`src/rtl/core/fbd_pkg.sv`:
```
package fbd_pkg;

    localparam int CLK_W      = 27;
    localparam int BAUD_W     = 24;
    localparam int DIVIDEND_W = 32;
    localparam int DIVISOR_W  = 26;
    localparam int NUM_CELLS  = DIVIDEND_W;
    localparam int SCALED_W   = 19;
    localparam int MANT_W     = 12;
    localparam int FRAC_W     = 4;
    localparam int WORD_W     = 16;
    localparam int REM_W      = 7;

    localparam logic [CLK_W-1:0]      CLK_RESET   = 27'd16000000;
    localparam logic                  REG_CLK_HZ  = 1'b0;
    localparam logic                  REG_OVS8    = 1'b1;

    localparam logic [DIVIDEND_W-1:0] SAT_LIMIT   = 32'd409600;
    localparam logic [12:0]           RECIP_100   = 13'd5242;
    localparam int                    RECIP_SHIFT = 19;
    localparam logic [10:0]           RECIP_FRAC  = 11'd1311;
    localparam int                    FRAC_SHIFT  = 17;
    localparam logic [6:0]            SCALE       = 7'd100;
    localparam logic [10:0]           HALF        = 11'd50;
    localparam logic [FRAC_W-1:0]     MASK_BY8    = 4'h7;
    localparam logic [FRAC_W-1:0]     MASK_BY16   = 4'hF;
    localparam logic [MANT_W:0]       MANT_MAX    = 13'd4095;
    localparam logic [WORD_W-1:0]     WORD_SAT    = 16'hFFFF;

    typedef struct packed {
        logic [DIVISOR_W-1:0]  rem;
        logic [DIVIDEND_W-1:0] nq;
        logic [DIVISOR_W-1:0]  dvs;
        logic                  by8;
    } fbd_div_t;

endpackage

```
`src/rtl/core/fbd_post.sv`:
```
module fbd_post
    import fbd_pkg::*;
(
    input  logic                  aclk,
    input  logic                  aresetn,
    input  logic                  in_valid,
    output logic                  in_ready,
    input  logic [DIVIDEND_W-1:0] in_quot,
    input  logic                  in_by8,
    output logic                  out_valid,
    input  logic                  out_ready,
    output logic [WORD_W-1:0]     out_word,
    output logic                  out_flag
);

    logic                  va_reg, vb_reg, vc_reg;
    logic                  rdy_a, rdy_b, rdy_c;

    logic                  sat_a_reg, by8_a_reg;
    logic [SCALED_W-1:0]   s_a_reg;
    logic [MANT_W-1:0]     mest_a_reg;
    logic [DIVIDEND_W-1:0] prod_a;

    logic                  sat_b_reg, by8_b_reg;
    logic [MANT_W-1:0]     mant_b_reg, mant_b_next;
    logic [REM_W-1:0]      rem_b_reg, rem_b_next;
    logic [SCALED_W-1:0]   r_b;

    logic [WORD_W-1:0]     word_reg, word_next;
    logic                  flag_reg, flag_next;
    logic [10:0]           x_c;
    logic [21:0]           prod_c;
    logic [FRAC_W:0]       f_c;
    logic [FRAC_W:0]       steps_c;
    logic [MANT_W:0]       mant_c;
    logic [FRAC_W-1:0]     frac_c;

    assign rdy_c    = !vc_reg || out_ready;
    assign rdy_b    = !vb_reg || rdy_c;
    assign rdy_a    = !va_reg || rdy_b;
    assign in_ready = rdy_a;

    assign prod_a = DIVIDEND_W'(in_quot[SCALED_W-1:0]) * DIVIDEND_W'(RECIP_100);

    always_comb begin
        r_b = s_a_reg - SCALED_W'(mest_a_reg) * SCALED_W'(SCALE);
        if (r_b >= SCALED_W'(SCALE)) begin
            mant_b_next = mest_a_reg + 1'b1;
            rem_b_next  = REM_W'(r_b - SCALED_W'(SCALE));
        end else begin
            mant_b_next = mest_a_reg;
            rem_b_next  = REM_W'(r_b);
        end
    end

    always_comb begin
        x_c     = by8_b_reg ? {1'b0, rem_b_reg, 3'b000} + HALF : {rem_b_reg, 4'b0000} + HALF;
        prod_c  = 22'(x_c) * 22'(RECIP_FRAC);
        f_c     = prod_c[FRAC_SHIFT+FRAC_W:FRAC_SHIFT];
        steps_c = by8_b_reg ? 5'd8 : 5'd16;
        mant_c  = {1'b0, mant_b_reg};
        frac_c  = f_c[FRAC_W-1:0];
        if (f_c >= steps_c) begin
            mant_c = mant_c + 1'b1;
            frac_c = '0;
        end
        if (sat_b_reg || mant_c > MANT_MAX) begin
            word_next = WORD_SAT;
            flag_next = 1'b1;
        end else begin
            word_next = {mant_c[MANT_W-1:0], frac_c & (by8_b_reg ? MASK_BY8 : MASK_BY16)};
            flag_next = mant_c == '0;
        end
    end

    always_ff @(posedge aclk) begin
        if (!aresetn) begin
            va_reg <= 1'b0;
            vb_reg <= 1'b0;
            vc_reg <= 1'b0;
        end else begin
            if (rdy_a) va_reg <= in_valid;
            if (rdy_b) vb_reg <= va_reg;
            if (rdy_c) vc_reg <= vb_reg;
        end
        if (rdy_a && in_valid) begin
            sat_a_reg  <= in_quot >= SAT_LIMIT;
            by8_a_reg  <= in_by8;
            s_a_reg    <= in_quot[SCALED_W-1:0];
            mest_a_reg <= prod_a[RECIP_SHIFT+MANT_W-1:RECIP_SHIFT];
        end
        if (rdy_b && va_reg) begin
            sat_b_reg  <= sat_a_reg;
            by8_b_reg  <= by8_a_reg;
            mant_b_reg <= mant_b_next;
            rem_b_reg  <= rem_b_next;
        end
        if (rdy_c && vb_reg) begin
            word_reg <= word_next;
            flag_reg <= flag_next;
        end
    end

    assign out_valid = vc_reg;
    assign out_word  = word_reg;
    assign out_flag  = flag_reg;

endmodule

```
`config.mk`:
```
export PLATFORM = sky130hd
export DESIGN_NAME = fbd_post
export DESIGN_NICKNAME = d
export VERILOG_FILES = /design/src/rtl/core/fbd_pkg.sv /design/src/rtl/core/fbd_post.sv
export SDC_FILE = /design/constraint.sdc
export NUM_CORES = 1
export LEC_CHECK = 0
export ABC_AREA = 1
export BUFFER_PORTS_ARGS = -buffer_cell sky130_fd_sc_hd__buf_4
export CAP_MARGIN = 15
export CELL_PAD_IN_SITES_DETAIL_PLACEMENT = 2
export CELL_PAD_IN_SITES_GLOBAL_PLACEMENT = 2
export CORE_MARGIN = 2
export CORE_UTILIZATION = 40
export CTS_CLUSTER_DIAMETER = 60
export DETAILED_ROUTE_END_ITERATION = 16
export PLACE_DENSITY_LB_ADDON = 0.12
export SYNTH_ARGS = -nofsm -noshare
export SYNTH_HDL_FRONTEND = slang
export SYNTH_SLANG_ARGS = --single-unit
```
`constraint.sdc`:
```
create_clock -name aclk -period 20.5 [get_ports aclk]
set_clock_uncertainty 0.15 [all_clocks]
set_input_delay 4.1 -clock aclk [delete_from_list [all_inputs] [get_ports aclk]]
set_output_delay 4.1 -clock aclk [all_outputs]
set_load 0.01 [all_outputs]
```
==> results.sh <==
export IMPL_syn_area_per_cell_um2=8.28
export IMPL_layout_common_cells="inv_1 (333), nand2_1 (281), ha_1 (250)"
export IMPL_worstPathArrival_ps=8930
export IMPL_timing_setup_tns_ps=0
export IMPL_synth_cells=1474
export IMPL_tightest_slew_ps=893
export IMPL_clkLatencyLatePin_ps=360
export IMPL_clock_sinks=74
export IMPL_yosysTopAreaCell="ha_1"
export IMPL_syn_cell_area_um2=12200
export IMPL_remaining_drc_errors=0
export IMPL_pin_count=56
export IMPL_synth_ff_type="edfxtp_1"
export IMPL_dp_cells=1911
export IMPL_grt_max_degree=34
export IMPL_antenna_found_initial=2
export IMPL_rows=63
export IMPL_final_cell_area_um2=13400
export IMPL_outcome="complete, no violations"
export IMPL_synth_distinct_cells=45
export IMPL_die_w_um=179
export IMPL_drt_iter0_markers=396
export IMPL_synth_edf_count=71
export IMPL_ys_ff_latch=74
export IMPL_critPathKind="reg -> reg"
export IMPL_drt_wl_total_um=39700
export IMPL_grtUsageTotal_pct=25.9
export IMPL_avgRoutedWirePerCell_um=20.6
export IMPL_diodes=0
export IMPL_largest_reg_flops=19
export IMPL_clk_pin_slew_worst_paths_ps=80
export IMPL_cp_max_fo=17
export IMPL_gp_congestion=0.839
export IMPL_cp_slowest_cell="xor2_1"
export IMPL_ys_seq_area_share_pct=18.0
export IMPL_cts_made_buffers=9
export IMPL_cts_hold_buffers_added=0
export IMPL_vias_per_cell=5.27
export IMPL_finalNonFillerCells=1929
export IMPL_slew_headroom_pct=40.3
export IMPL_hold_violations=0
export IMPL_start_util_pct=40.9
export IMPL_num_nets_final=1922
export IMPL_die_y_um=179
export IMPL_grt_pass1_wl_um=62700
export IMPL_hold_path_class="reg -> reg"
export IMPL_ant_nets=0
export IMPL_port_buffers=55
export IMPL_synth_top_area_share_pct=25.6
export IMPL_whs_ps=291
export IMPL_finalCritPeriodShare_pct=44.0
export IMPL_postCtsSetupRepairBufs=0
export IMPL_synth_area_top_cells="ha_1 (26%), edfxtp_1 (17%), fa_1 (17%)"
export IMPL_maxSlewViolCount=0
export IMPL_period_minus_slack_ps=9010
export IMPL_async_flop_share_pct=0
export IMPL_timing_fmax_mhz=111
export IMPL_cts_repair_resized=0
export IMPL_cts_tree="yes"
export IMPL_place_hpwl_um=34800
export IMPL_cpLargestDelayFamily="adder cells"
export IMPL_first_pass_iters=5
export IMPL_required_ps=20410
export IMPL_drive_gt1_share_pct=6.56
export IMPL_cap_violations=0
export IMPL_post_dp_cell_area_um2=13100
export IMPL_slowest_delay_ps=720
export IMPL_num_vias=10200
export IMPL_htree_num_levels=3
export IMPL_die_area_um2=31900
export IMPL_core_um2=29800
export IMPL_cts_path_max_buffers=2
export IMPL_first_global_vias=11500
export IMPL_critical_path_buf_inv_count=8
export IMPL_worst_path_most_repeated_cell="inv_1"
export IMPL_layout_commonest_cell="inv_1"
export IMPL_syn_to_final_growth_pct=9.47
export IMPL_yosysWarnings=0
export IMPL_rsz0062_at_grt="no"
export IMPL_grt_overflow=0
export IMPL_startpoint_type="flop"
export IMPL_setup_viol=0
export IMPL_root_buffer="clkbuf_16"
export IMPL_synth_fp_nets=1862
export IMPL_worst_setup_path_end_kind="flop"
## Yosys cell counts (4+ instances only)
| library cell | count |
|---|---|
| a21o_1 | 5 |
| inv_1 | 333 |
| ha_1 | 250 |
| o21ai_0 | 35 |
| nand3_1 | 67 |
| o21a_1 | 5 |
| edfxtp_1 | 71 |
| nand4_1 | 32 |
| buf_2 | 5 |
| nor3_1 | 13 |
| a21oi_1 | 67 |
| nand3b_1 | 5 |
| nor2_1 | 83 |
| nand2_1 | 281 |
| nand2_2 | 6 |
| o21bai_1 | 4 |
| fa_1 | 101 |
| xnor2_1 | 21 |
| nor4_1 | 6 |
| xor2_1 | 46 |
## logic make-up (layout without fill, tap and decap cells)
family | Yosys count | after routing | synth area share [%]
xor+xnor | 68 | 68 | 4.94
simple gates | 505 | 505 | 18.0
flops | 74 | 74 | 18.0
fa+ha+maj | 351 | 351 | 42.2
buf+inv | 345 | 410 | 10.8
compound gates | 131 | 131 | 6.11
## per-stage QoR
stage	worst slack, ps	util, %
global route	10630	44.8
finish	11490	44.8
CTS	10930	44.8
floorplan	11820	-
detailed placement	10910	43.8
global placement	11540	43.8
## final timing paths
kind                            startpoint            to  slack [ps]  depth (start not counted)
worst min register to register   sat_a_reg     sat_b_reg         290                          0
worst min-delay path             sat_a_reg     sat_b_reg         290                          0
worst max register to register   by8_b_reg  out_word[10]       11490                         34
worst max-delay path             by8_b_reg  out_word[10]       11490                         34
## worst reg2reg max path: cells and delay by family, from the launching register on
kind                     cells  cell delay, ps
adder cells (fa/ha/maj)      8            2630
AO/OA/AOI/OAI                6            1980
AND/OR/NAND/NOR              9            1360
XOR/XNOR                     3            1100
buffers and inverters        8             840
flip-flops                   1             650
## area by class of cell
type                       count  area (um^2)
clock buffer                   9          225
clock inverter                 7         60.1
fill                        3448        16400
inverter                     335         1260
multi-input combinational   1055         8690
sequential                    74         2190
tap                          390          488
timing repair buffer          59          440
## routing by layer
metal	GRT usage [%]	vias to the layer above	wire, um
met3	2.96	47	950
met5	0	-	8
li1	-	4849	-
met4	5.66	2	814
met1	31.2	5136	16800
met2	49.1	126	21100
Power is left out: the tool's default activity adds up to more than one toggle a clock period on the data nets, which glitch-free logic cannot reach.
