[src/rtl/core/fbd_pkg.sv]
package fbd_pkg;

    localparam int CLK_W      = 27;
    localparam int BAUD_W     = 24;
    localparam int DIVIDEND_W = 32;
    localparam int DIVISOR_W  = 26;
    localparam int NUM_CELLS  = DIVIDEND_W;
    localparam int SCALED_W   = 19;
    localparam int MANT_W     = 12;
    localparam int FRAC_W     = 4;
    localparam int WORD_W     = 16;
    localparam int REM_W      = 7;

    localparam logic [CLK_W-1:0]      CLK_RESET   = 27'd16000000;
    localparam logic                  REG_CLK_HZ  = 1'b0;
    localparam logic                  REG_OVS8    = 1'b1;

    localparam logic [DIVIDEND_W-1:0] SAT_LIMIT   = 32'd409600;
    localparam logic [12:0]           RECIP_100   = 13'd5242;
    localparam int                    RECIP_SHIFT = 19;
    localparam logic [10:0]           RECIP_FRAC  = 11'd1311;
    localparam int                    FRAC_SHIFT  = 17;
    localparam logic [6:0]            SCALE       = 7'd100;
    localparam logic [10:0]           HALF        = 11'd50;
    localparam logic [FRAC_W-1:0]     MASK_BY8    = 4'h7;
    localparam logic [FRAC_W-1:0]     MASK_BY16   = 4'hF;
    localparam logic [MANT_W:0]       MANT_MAX    = 13'd4095;
    localparam logic [WORD_W-1:0]     WORD_SAT    = 16'hFFFF;

    typedef struct packed {
        logic [DIVISOR_W-1:0]  rem;
        logic [DIVIDEND_W-1:0] nq;
        logic [DIVISOR_W-1:0]  dvs;
        logic                  by8;
    } fbd_div_t;

endpackage

[src/rtl/core/fbd_div_cell.sv]
module fbd_div_cell
    import fbd_pkg::*;
(
    input  logic     aclk,
    input  logic     aresetn,
    input  logic     in_valid,
    output logic     in_ready,
    input  fbd_div_t in_data,
    output logic     out_valid,
    input  logic     out_ready,
    output fbd_div_t out_data
);

    logic                 valid_reg;
    fbd_div_t             data_reg;
    fbd_div_t             data_next;
    logic [DIVISOR_W:0]   rem_sh;
    logic [DIVISOR_W:0]   dvs_ext;
    logic [DIVISOR_W:0]   diff;
    logic                 ge;

    assign rem_sh  = {in_data.rem, in_data.nq[DIVIDEND_W-1]};
    assign dvs_ext = {1'b0, in_data.dvs};
    assign diff    = rem_sh - dvs_ext;
    assign ge      = rem_sh >= dvs_ext;

    always_comb begin
        data_next     = in_data;
        data_next.rem = ge ? diff[DIVISOR_W-1:0] : rem_sh[DIVISOR_W-1:0];
        data_next.nq  = {in_data.nq[DIVIDEND_W-2:0], ge};
    end

    assign in_ready  = !valid_reg || out_ready;
    assign out_valid = valid_reg;
    assign out_data  = data_reg;

    always_ff @(posedge aclk) begin
        if (!aresetn) begin
            valid_reg <= 1'b0;
        end else if (in_ready) begin
            valid_reg <= in_valid;
        end
        if (in_ready && in_valid) begin
            data_reg <= data_next;
        end
    end

endmodule

[config.mk]
export PLATFORM = sky130hd
export DESIGN_NAME = fbd_div_cell
export DESIGN_NICKNAME = d
export VERILOG_FILES = /design/src/rtl/core/fbd_pkg.sv /design/src/rtl/core/fbd_div_cell.sv
export SDC_FILE = /design/constraint.sdc
export NUM_CORES = 1
export LEC_CHECK = 0
export ABC_AREA = 1
export BUFFER_PORTS_ARGS = -buffer_cell sky130_fd_sc_hd__clkbuf_2
export CORE_MARGIN = 2
export CORE_UTILIZATION = 33
export DETAILED_ROUTE_END_ITERATION = 6
export PLACE_DENSITY = 0.65
export SYNTH_ARGS = -nofsm -noshare
export SYNTH_HDL_FRONTEND = slang
export SYNTH_SLANG_ARGS = --single-unit
[constraint.sdc]
create_clock -name aclk -period 7.8 [get_ports aclk]
set_clock_uncertainty 0.1 [all_clocks]
set_input_delay 1.17 -clock aclk [delete_from_list [all_inputs] [get_ports aclk]]
set_output_delay 1.17 -clock aclk [all_outputs]
set_load 0.01 [all_outputs]
==> results of run 1 <==
[kinds of logic after synthesis]
logic type,count (synthesis)
AND/OR/NAND/NOR,301
flip-flops,86
AO/OA/AOI/OAI,29
XOR/XNOR,13
adder cells (fa/ha/maj),27
buffers and inverters,142
[power breakdown]
group | switching [mW] | internal (mW) | total [mW]
Sequential | 0.00906 | 0.556 | 0.565
Clock | 0.179 | 0.315 | 0.494
Combinational | 0.167 | 0.0993 | 0.267
Total | 0.356 | 0.970 | 1.33
[layout by cell type, fill, tap and decap left out, types with 2 or more instances in the layout]
master / count
a21oi_1: 10
a21oi_4: 2
bufinv_16: 3
clkbuf_1: 2
clkbuf_16: 9
clkbuf_2: 175
clkinv_1: 2
edfxtp_1: 85
ha_1: 26
inv_1: 133
nand2_1: 206
nand3_1: 27
nand3_2: 2
nand3b_1: 5
nand4_1: 18
nor2_1: 31
nor2_2: 3
nor3_1: 2
o21ai_0: 3
o21ai_1: 12
xor2_1: 13
[worst paths after layout]
path                from            to  slack (ns)  depth (start not counted)
max          in_data[18]  out_data[60]        4.15                         12
min            out_valid     out_valid        0.45                          2
max reg2reg    out_valid  out_data[79]        5.46                          2
min reg2reg    out_valid     out_valid        0.45                          2
[sequential cells by signal (all words and copies together) (netlist names)]
register	flops
out_data	85
out_valid	1
[critical path, cell delays in order]
cell and delay (ns):
clkbuf_2 0.09, inv_1 0.04, ha_1 0.35, nand2_1 0.15
inv_1 0.05, nand2_1 0.06, nand2_1 0.07, inv_1 0.05
nand2_1 0.09, a21oi_4 0.39, nand3_2 0.71, o21ai_1 0.45
[layer usage]
layer / vias up / global-route usage / share of wire
li1: 2256 / - / -
met1: 1880 / 0.1989 / 0.46
met2: 123 / 0.2639 / 0.47
met3: 12 / 0.04146 / 0.058
met4: 0 / 0.04783 / 0.015
met5: - / 0 / 0
[final cells by class]
type | count | share of cell area
Clock buffer | 11 | 0.03605
Multi-Input combinational cell | 370 | 0.2971
Clock inverter | 5 | 0.01667
Tap cell | 188 | 0.03643
Timing Repair Buffer | 176 | 0.1368
Sequential cell | 86 | 0.3985
Inverter | 135 | 0.07849
[Yosys cell counts, types with 2 or more instances]
library cell / n
nor2_1: 31
nor3_1: 2
nand3_1: 27
nand3_2: 2
nand2_1: 206
nand3b_1: 5
inv_1: 133
xor2_1: 13
edfxtp_1: 85
a21oi_1: 11
buf_2: 2
nand4_1: 18
buf_6: 4
nor2_2: 3
o21ai_0: 3
ha_1: 26
clkinv_1: 2
o21ai_1: 12
[per-stage QoR]
step	cells	area (um^2)	setup slack [ns]	utilization	hold WS, ns
after floorplan	598	5045	1.826	-	0.4953
after global placement	955	6116	3.748	0.4053	0.4428
after detailed placement	955	6116	3.767	0.4053	0.4468
after CTS	971	6456	4.123	0.4279	0.4574
after global routing	971	6456	3.812	0.4279	0.4949
final	971	6456	4.147	0.4279	0.4519
==> flow_metrics.tcl, run 1 <==
set metrics [dict create \
    status "complete, no violations" \
    die_area_um2 16290 \
    start_util 0.3343 \
    tns_ns 0 \
    ys_async_sr_fraction 0 \
    cts.sinks 86 \
    synth_area_um2 5045 \
    fp.dieW_um 127.6 \
    grt_pass1_wl_mm 19.89 \
    synth_top_area_frac 0.5060 \
    multiInputGateArea_um2 1918 \
    cts-root-buf "clkbuf_16" \
    min_path_type "reg -> reg" \
    synth_ff_type "edfxtp_1" \
    grt_pass1_vias 4106 \
    globalRouteOverflowTotal 0 \
    ctsResizeCount 0 \
    row_count 45 \
    synth_area_per_cell_um2 8.436 \
    die_y_um 127.6 \
    drtIter0Drc 234 \
    synth_compound_area_frac 0.03199 \
    clock_latency_ns 0.34 \
    synth_warnings 0 \
    cp.arrival_ns 3.70 \
    grt_use_total 0.1572 \
    synth-edff-count 85 \
    static-leakage-power_nw 3.425 \
    synth-xor-area-share 0.02257 \
    num_antenna_cells 0 \
    htreeDepth 3 \
    drive_gt1_frac 0.2567 \
    grt_start_max_net_pins 58 \
    hold_buffers 0 \
    yosys-mux-area-fraction 0 \
    relSlewSlack 0.3425 \
    drtPass1Iterations 4 \
    ir_drop_v 0.00009852 \
    fmax_ghz 0.2738 \
    clockBufferDepth 2 \
    ys_seq_area_frac 0.5099 \
    cap_viol_max_count 0 \
    period_share 0.4683 \
    synth_top_family_by_area "simple AND/OR/NAND/NOR gates" \
    antenna_found_initial 0 \
    hpwl_mm 9.910 \
    clk_pin_slew_ns 0.06 \
    synth_cell_type_count 31 \
    postRouteAntennaNets 0 \
    synth_fa_ha_area_frac 0.06845 \
    synth-simple-area-share 0.2550 \
    post_cts_buffers 0 \
    fill_cells 1588 \
    setup_viol 0 \
    regArea_um2 2572 \
    drcViolationCount 0 \
    rsz0062_at_grt "false" \
    gp_congestion 0.8832 \
    tightest_slew_ns 0.9841 \
    worstPathRequired_ns 7.85 \
    num_vias 4271 \
    p_per_area_nw_per_um2 205.3 \
    syn2layout_area_growth_pct 27.98 \
    synth.area.top_cells "edfxtp_1, nand2_1, inv_1" \
    cts_tree "yes" \
    nets 894 \
    ys_ff_latch 86 \
    cp-start-kind "input pin" \
    io_pins 176 \
    hold_viol 0 \
    core_area_um2 15090 \
    numPortBuffers 175 \
    yosysTopAreaCell "edfxtp_1" \
    wl_per_cell_um 12.96 \
    viasPerCell 4.399 \
    syn_nets 714 \
    critPathMaxFanout 40 \
    syn_inst 598 \
    min_period_ns 3.653 \
    drv_slew 0 \
    crit_type "in -> reg" \
    cp-end-kind "flop" \
    drt_wl_total_mm 12.59 \
    p_total_mw 1.326 \
    numCtsBuffers 9 \
]
Power figures use the tool's default switching activity.
==> run 2, diff against run 1 <==
PLACE_DENSITY = 0.67   (was 0.65)
clock period = 3.3 ns   (was 7.8 ns; I/O delays follow)
==> run 2 against run 1 <==
  * Routed wire length up 4.9%
  * Sequential power up 140%
  * Utilization down 0.12 points
  * Clock power up 97%
  * Worst setup slack worse by 3.1 ns
  * First-iteration DRC count down 23%
  * Final cell count up 0.62%
  * Global-route usage up 0.80 points
  * Critical endpoint is now out_data[70]
  * Largest power group unchanged
==> flow_metrics.tcl, run 2 (same netlist as run 1, synthesis figures left out) <==
set metrics [dict create \
    worstPathRequired_ns 3.29 \
    min_path_type "in -> reg" \
    rr_worst_depth 2 \
    clockBufferDepth 2 \
    grt_start_max_net_pins 51 \
    num_vias 4333 \
    rsz0062_at_grt "false" \
    clk_pin_slew_ns 0.06 \
    postRouteAntennaNets 0 \
    critPathLaunch "in_data[7]" \
    start_util 0.3343 \
    cp-end-kind "flop" \
    hold_viol 0 \
    period_share 0.6725 \
    drt_wl_total_mm 13.21 \
    grt_use_total 0.1652 \
    critPathMaxFanout 25 \
    cts-root-buf "clkbuf_16" \
    ctsResizeCount 0 \
    post_cts_buffers 0 \
    drv_slew 0 \
    final_util 0.4266 \
    hold_end "out_data[43]" \
    crit_top_cell "inv_1" \
    cap_viol_max_count 0 \
    reg2reg_to "out_data[81]" \
    drtIter0Drc 180 \
    wl_per_cell_um 13.52 \
    syn2layout_area_growth_pct 27.60 \
    tns_ns 0 \
    hold_start "in_data[42]" \
    grt_pass1_vias 4215 \
    drtPass1Iterations 4 \
    static-leakage-power_nw 3.421 \
    drcViolationCount 0 \
    cp_num_buf_inv 4 \
    tightest_slew_ns 0.6849 \
    p_per_area_nw_per_um2 457.4 \
    rr_startpoint "out_valid" \
    fp.dieW_um 127.6 \
    r2r_setup_slack_ns 1.73 \
    cts_tree "yes" \
    gp_congestion 0.8954 \
    viasPerCell 4.435 \
    crit_type "in -> reg" \
    globalRouteOverflowTotal 0 \
    core_area_um2 15090 \
    numPortBuffers 175 \
    nets 900 \
    hold_buffers 0 \
    clock_latency_ns 0.34 \
    htreeDepth 3 \
    setup_viol 0 \
    drive_gt1_frac 0.2624 \
    ir_drop_v 0.0002136 \
    fmax_ghz 0.4506 \
    numCtsBuffers 9 \
    relSlewSlack 0.5434 \
    io_pins 176 \
    cp-start-kind "input pin" \
    final_common_cell "nand2_1" \
    grt_pass1_wl_mm 20.87 \
    path_cells "clkbuf_2, inv_1, ha_1, nand2_1, nor2_2, inv_1, nor3_2, nand4_4, nand3_2, buf_4, o21ai_0" \
    status "complete, no violations" \
    cp_top_family "simple AND/OR/NAND/NOR gates" \
    min_period_ns 2.219 \
    slowest_delay_ns 0.36 \
    antenna_found_initial 0 \
    cp.arrival_ns 2.21 \
    largest_reg_flops 85 \
    hold_depth 1 \
    cts.sinks 86 \
    row_count 45 \
    die_y_um 127.6 \
    num_antenna_cells 0 \
    die_area_um2 16290 \
    layout_common_cells "nand2_1, clkbuf_2, inv_1, edfxtp_1, nor2_1" \
    hpwl_mm 10.31 \
    crit_slowest_cell "ha_1" \
]
## run 2: how the worst max path moves through the flow
stage              endpoint  slack [ns]  cells past startpoint
6_report       out_data[70]        1.08                     11
3_5_place_dp   out_data[70]        0.76                     11
4_1_cts        out_data[70]        1.09                     11
3_3_place_gp   out_data[62]        0.77                     11
2_1_floorplan   out_data[0]        0.78                      2
5_1_grt        out_data[70]        0.91                     11
## run 2: metrics by stage
step / hold slack, ns / instances / power (mW) / setup WS, ns / cell area (um^2)
floorplan: 0.4939 / 598 / 1.766 / 0.7773 / 5056
global placement: 0.4407 / 961 / 1.998 / 0.7692 / 6161
detailed placement: 0.4682 / 961 / 2.001 / 0.7629 / 6161
CTS: 0.2081 / 977 / 2.986 / 1.086 / 6437
global route: 0.2113 / 977 / 3.118 / 0.9051 / 6437
finish: 0.2250 / 977 / 2.944 / 1.081 / 6437
## run 2: layer usage
layer / GRT usage / part of all wire / up-vias
met4: 0.05947 / 0.012 / 0
li1: - / - / 2264
met2: 0.2872 / 0.47 / 122
met1: 0.2012 / 0.46 / 1934
met3: 0.03685 / 0.051 / 13
met5: 0 / 0 / -
## run 2: where the power goes
part           internal, mW  total [mW]  switching (mW)
combinational         0.240       0.638           0.398
sequential             1.31        1.34          0.0227
clock                 0.536       0.971           0.435
## run 2: cell type report
| cell class | instances | area (um^2) |
|---|---|---|
| Fill cell | 1582 | 8652 |
| Clock buffer | 12 | 246.5 |
| Timing Repair Buffer | 182 | 928.4 |
| Clock inverter | 4 | 30.03 |
| Sequential cell | 86 | 2572 |
| Multi-Input combinational cell | 370 | 1918 |
| Inverter | 135 | 506.7 |
| Tap cell | 188 | 235.2 |
==> run 3, diff against run 2 <==
clock period = 1.78 ns   (was 3.3 ns; I/O delays follow)
==> run 3 against run 2 <==
  * Power increased by 110%
  * First-iteration DRC count increased by 37%
  * Combinational power increased to 2.9 times the previous value
  * Critical path depth unchanged
  * Clock power increased by 91%
==> flow_metrics.tcl, run 3 (same netlist as run 1, synthesis figures left out) <==
set metrics [dict create \
    slowest_delay_ns 0.29 \
    hold_end "out_data[33]" \
    fmax_ghz 0.5658 \
    grt_pass1_wl_mm 22.73 \
    min_period_ns 1.767 \
    gp_congestion 0.9177 \
    cp-start-kind "input pin" \
    clockBufferDepth 2 \
    cts_tree "yes" \
    hpwl_mm 10.88 \
    numCtsBuffers 9 \
    fp.dieW_um 127.6 \
    postRouteAntennaNets 0 \
    hold_slack_ns 0.007955 \
    nets 1024 \
    drtPass1Iterations 4 \
    hold_depth 1 \
    tightest_slew_ns 0.2967 \
    static-leakage-power_nw 4.163 \
    largest_reg_flops 85 \
    cap_viol_max_count 0 \
    drt_wl_total_mm 15.01 \
    layout_common_cells "clkbuf_2, nand2_1, inv_1, edfxtp_1, buf_4" \
    rsz0062_at_grt "true" \
    r2r_setup_slack_ns 0.52 \
    hold_start "in_data[32]" \
    num_vias 4859 \
    worstPathRequired_ns 1.78 \
    grt_pass1_vias 4774 \
    relSlewSlack 0.8017 \
    cp_top_family "simple AND/OR/NAND/NOR gates" \
    hold_viol 0 \
    viasPerCell 4.413 \
    clock_latency_ns 0.35 \
    rr_worst_depth 2 \
    antenna_found_initial 0 \
    globalRouteOverflowTotal 0 \
    die_y_um 127.6 \
    rr_startpoint "out_valid" \
    setup_viol 0 \
    cts-root-buf "clkbuf_16" \
    path_cells "clkbuf_2, inv_4, ha_4, nand2_4, nor2_4, inv_2, nor3_4, nand4_4, nand3_4, clkbuf_16, o21ai_1" \
    cts.sinks 86 \
    drive_gt1_frac 0.4743 \
    start_util 0.3343 \
    core_area_um2 15090 \
    wl_per_cell_um 13.63 \
    crit_slowest_cell "ha_4" \
    final_util 0.5548 \
    tns_ns 0 \
    drcViolationCount 0 \
    cp-end-kind "flop" \
    die_area_um2 16290 \
    reg2reg_to "out_data[57]" \
    p_total_mw 6.171 \
    row_count 45 \
    cp.arrival_ns 1.77 \
    drtIter0Drc 246 \
    numPortBuffers 175 \
    period_share 0.9930 \
    htreeDepth 3 \
    crit_type "in -> reg" \
    final_common_cell "clkbuf_2" \
    syn2layout_area_growth_pct 65.95 \
    num_antenna_cells 0 \
    io_pins 176 \
    drv_slew 0 \
    clk_pin_slew_ns 0.06 \
    grt_use_total 0.1780 \
    cp_num_buf_inv 4 \
    critPathMaxFanout 7 \
    status "complete, no violations" \
    ir_drop_v 0.0003977 \
    grt_start_max_net_pins 35 \
    min_path_type "in -> reg" \
    p_per_area_nw_per_um2 737.1 \
]
-- run 3: cell count changes in the layout (fill, tap and decap cells not counted), moves of 7 or more --
cell	before	now
buf_4	7	83
nand2_1	206	154
nand2_2	1	45
dlygate4sd3_1	0	38
inv_1	133	104
ha_1	26	0
ha_4	0	26
inv_2	0	23
nor2_1	31	18
clkbuf_2	175	165
buf_6	0	9
nand3_1	27	18
nand2_4	0	8
nor2_2	3	10
-- run 3: worst max path at each step --
stage | start | cells after the start | end | slack (ns)
3_5_place_dp | in_data[58] | 14 | out_data[75] | -0.41
3_3_place_gp | in_data[58] | 14 | out_data[75] | -0.40
2_1_floorplan | out_valid | 1 | out_data[0] | -0.53
5_1_grt | in_data[12] | 11 | out_data[70] | -0.07
6_report | in_data[8] | 11 | out_data[70] | 0.01
4_1_cts | in_data[58] | 14 | out_data[75] | 0.006
-- run 3: cell type report --
cell class | instances | area [um^2]
Inverter | 135 | 529.3
Fill cell | 1389 | 6718
Sequential cell | 86 | 2574
Clock inverter | 6 | 53.80
Multi-Input combinational cell | 370 | 2585
Timing Repair Buffer | 306 | 2156
Tap cell | 188 | 235.2
Clock buffer | 10 | 239.0
-- run 3: stage by stage --
stage	cell area (um^2)	setup slack, ns	instances
6_report	8372	0.01253	1101
5_1_grt	8372	-0.07237	1101
4_1_cts	7871	0.006353	1086
3_5_place_dp	7226	-0.4086	1035
3_3_place_gp	7226	-0.4035	1035
2_1_floorplan	5500	-0.5326	598
-- run 3: routing by layer --
metal  wire length (um)  global-route usage  part of all wire
met5                  0                   0                 0
met2               7289              0.3032              0.49
met1               6795              0.2311              0.45
met4                191             0.05688             0.013
met3                736             0.03015             0.049
-- run 3: where the power goes --
group          internal (mW)  switching [mW]
sequential              2.43          0.0450
combinational          0.882           0.955
clock                   1.01           0.848
total                   4.32            1.85
-- run 3: what timing repair did --
item / 4_1_cts / 5_1_grt
hold endpoints to repair: 35 / 3
resized for setup: 1 / 117
endpoints found under the setup margin: 2 / 26
hold buffers: 35 / 3
pin swaps: 0 / 7
cloned: 0 / 4
setup buffers: 0 / 8
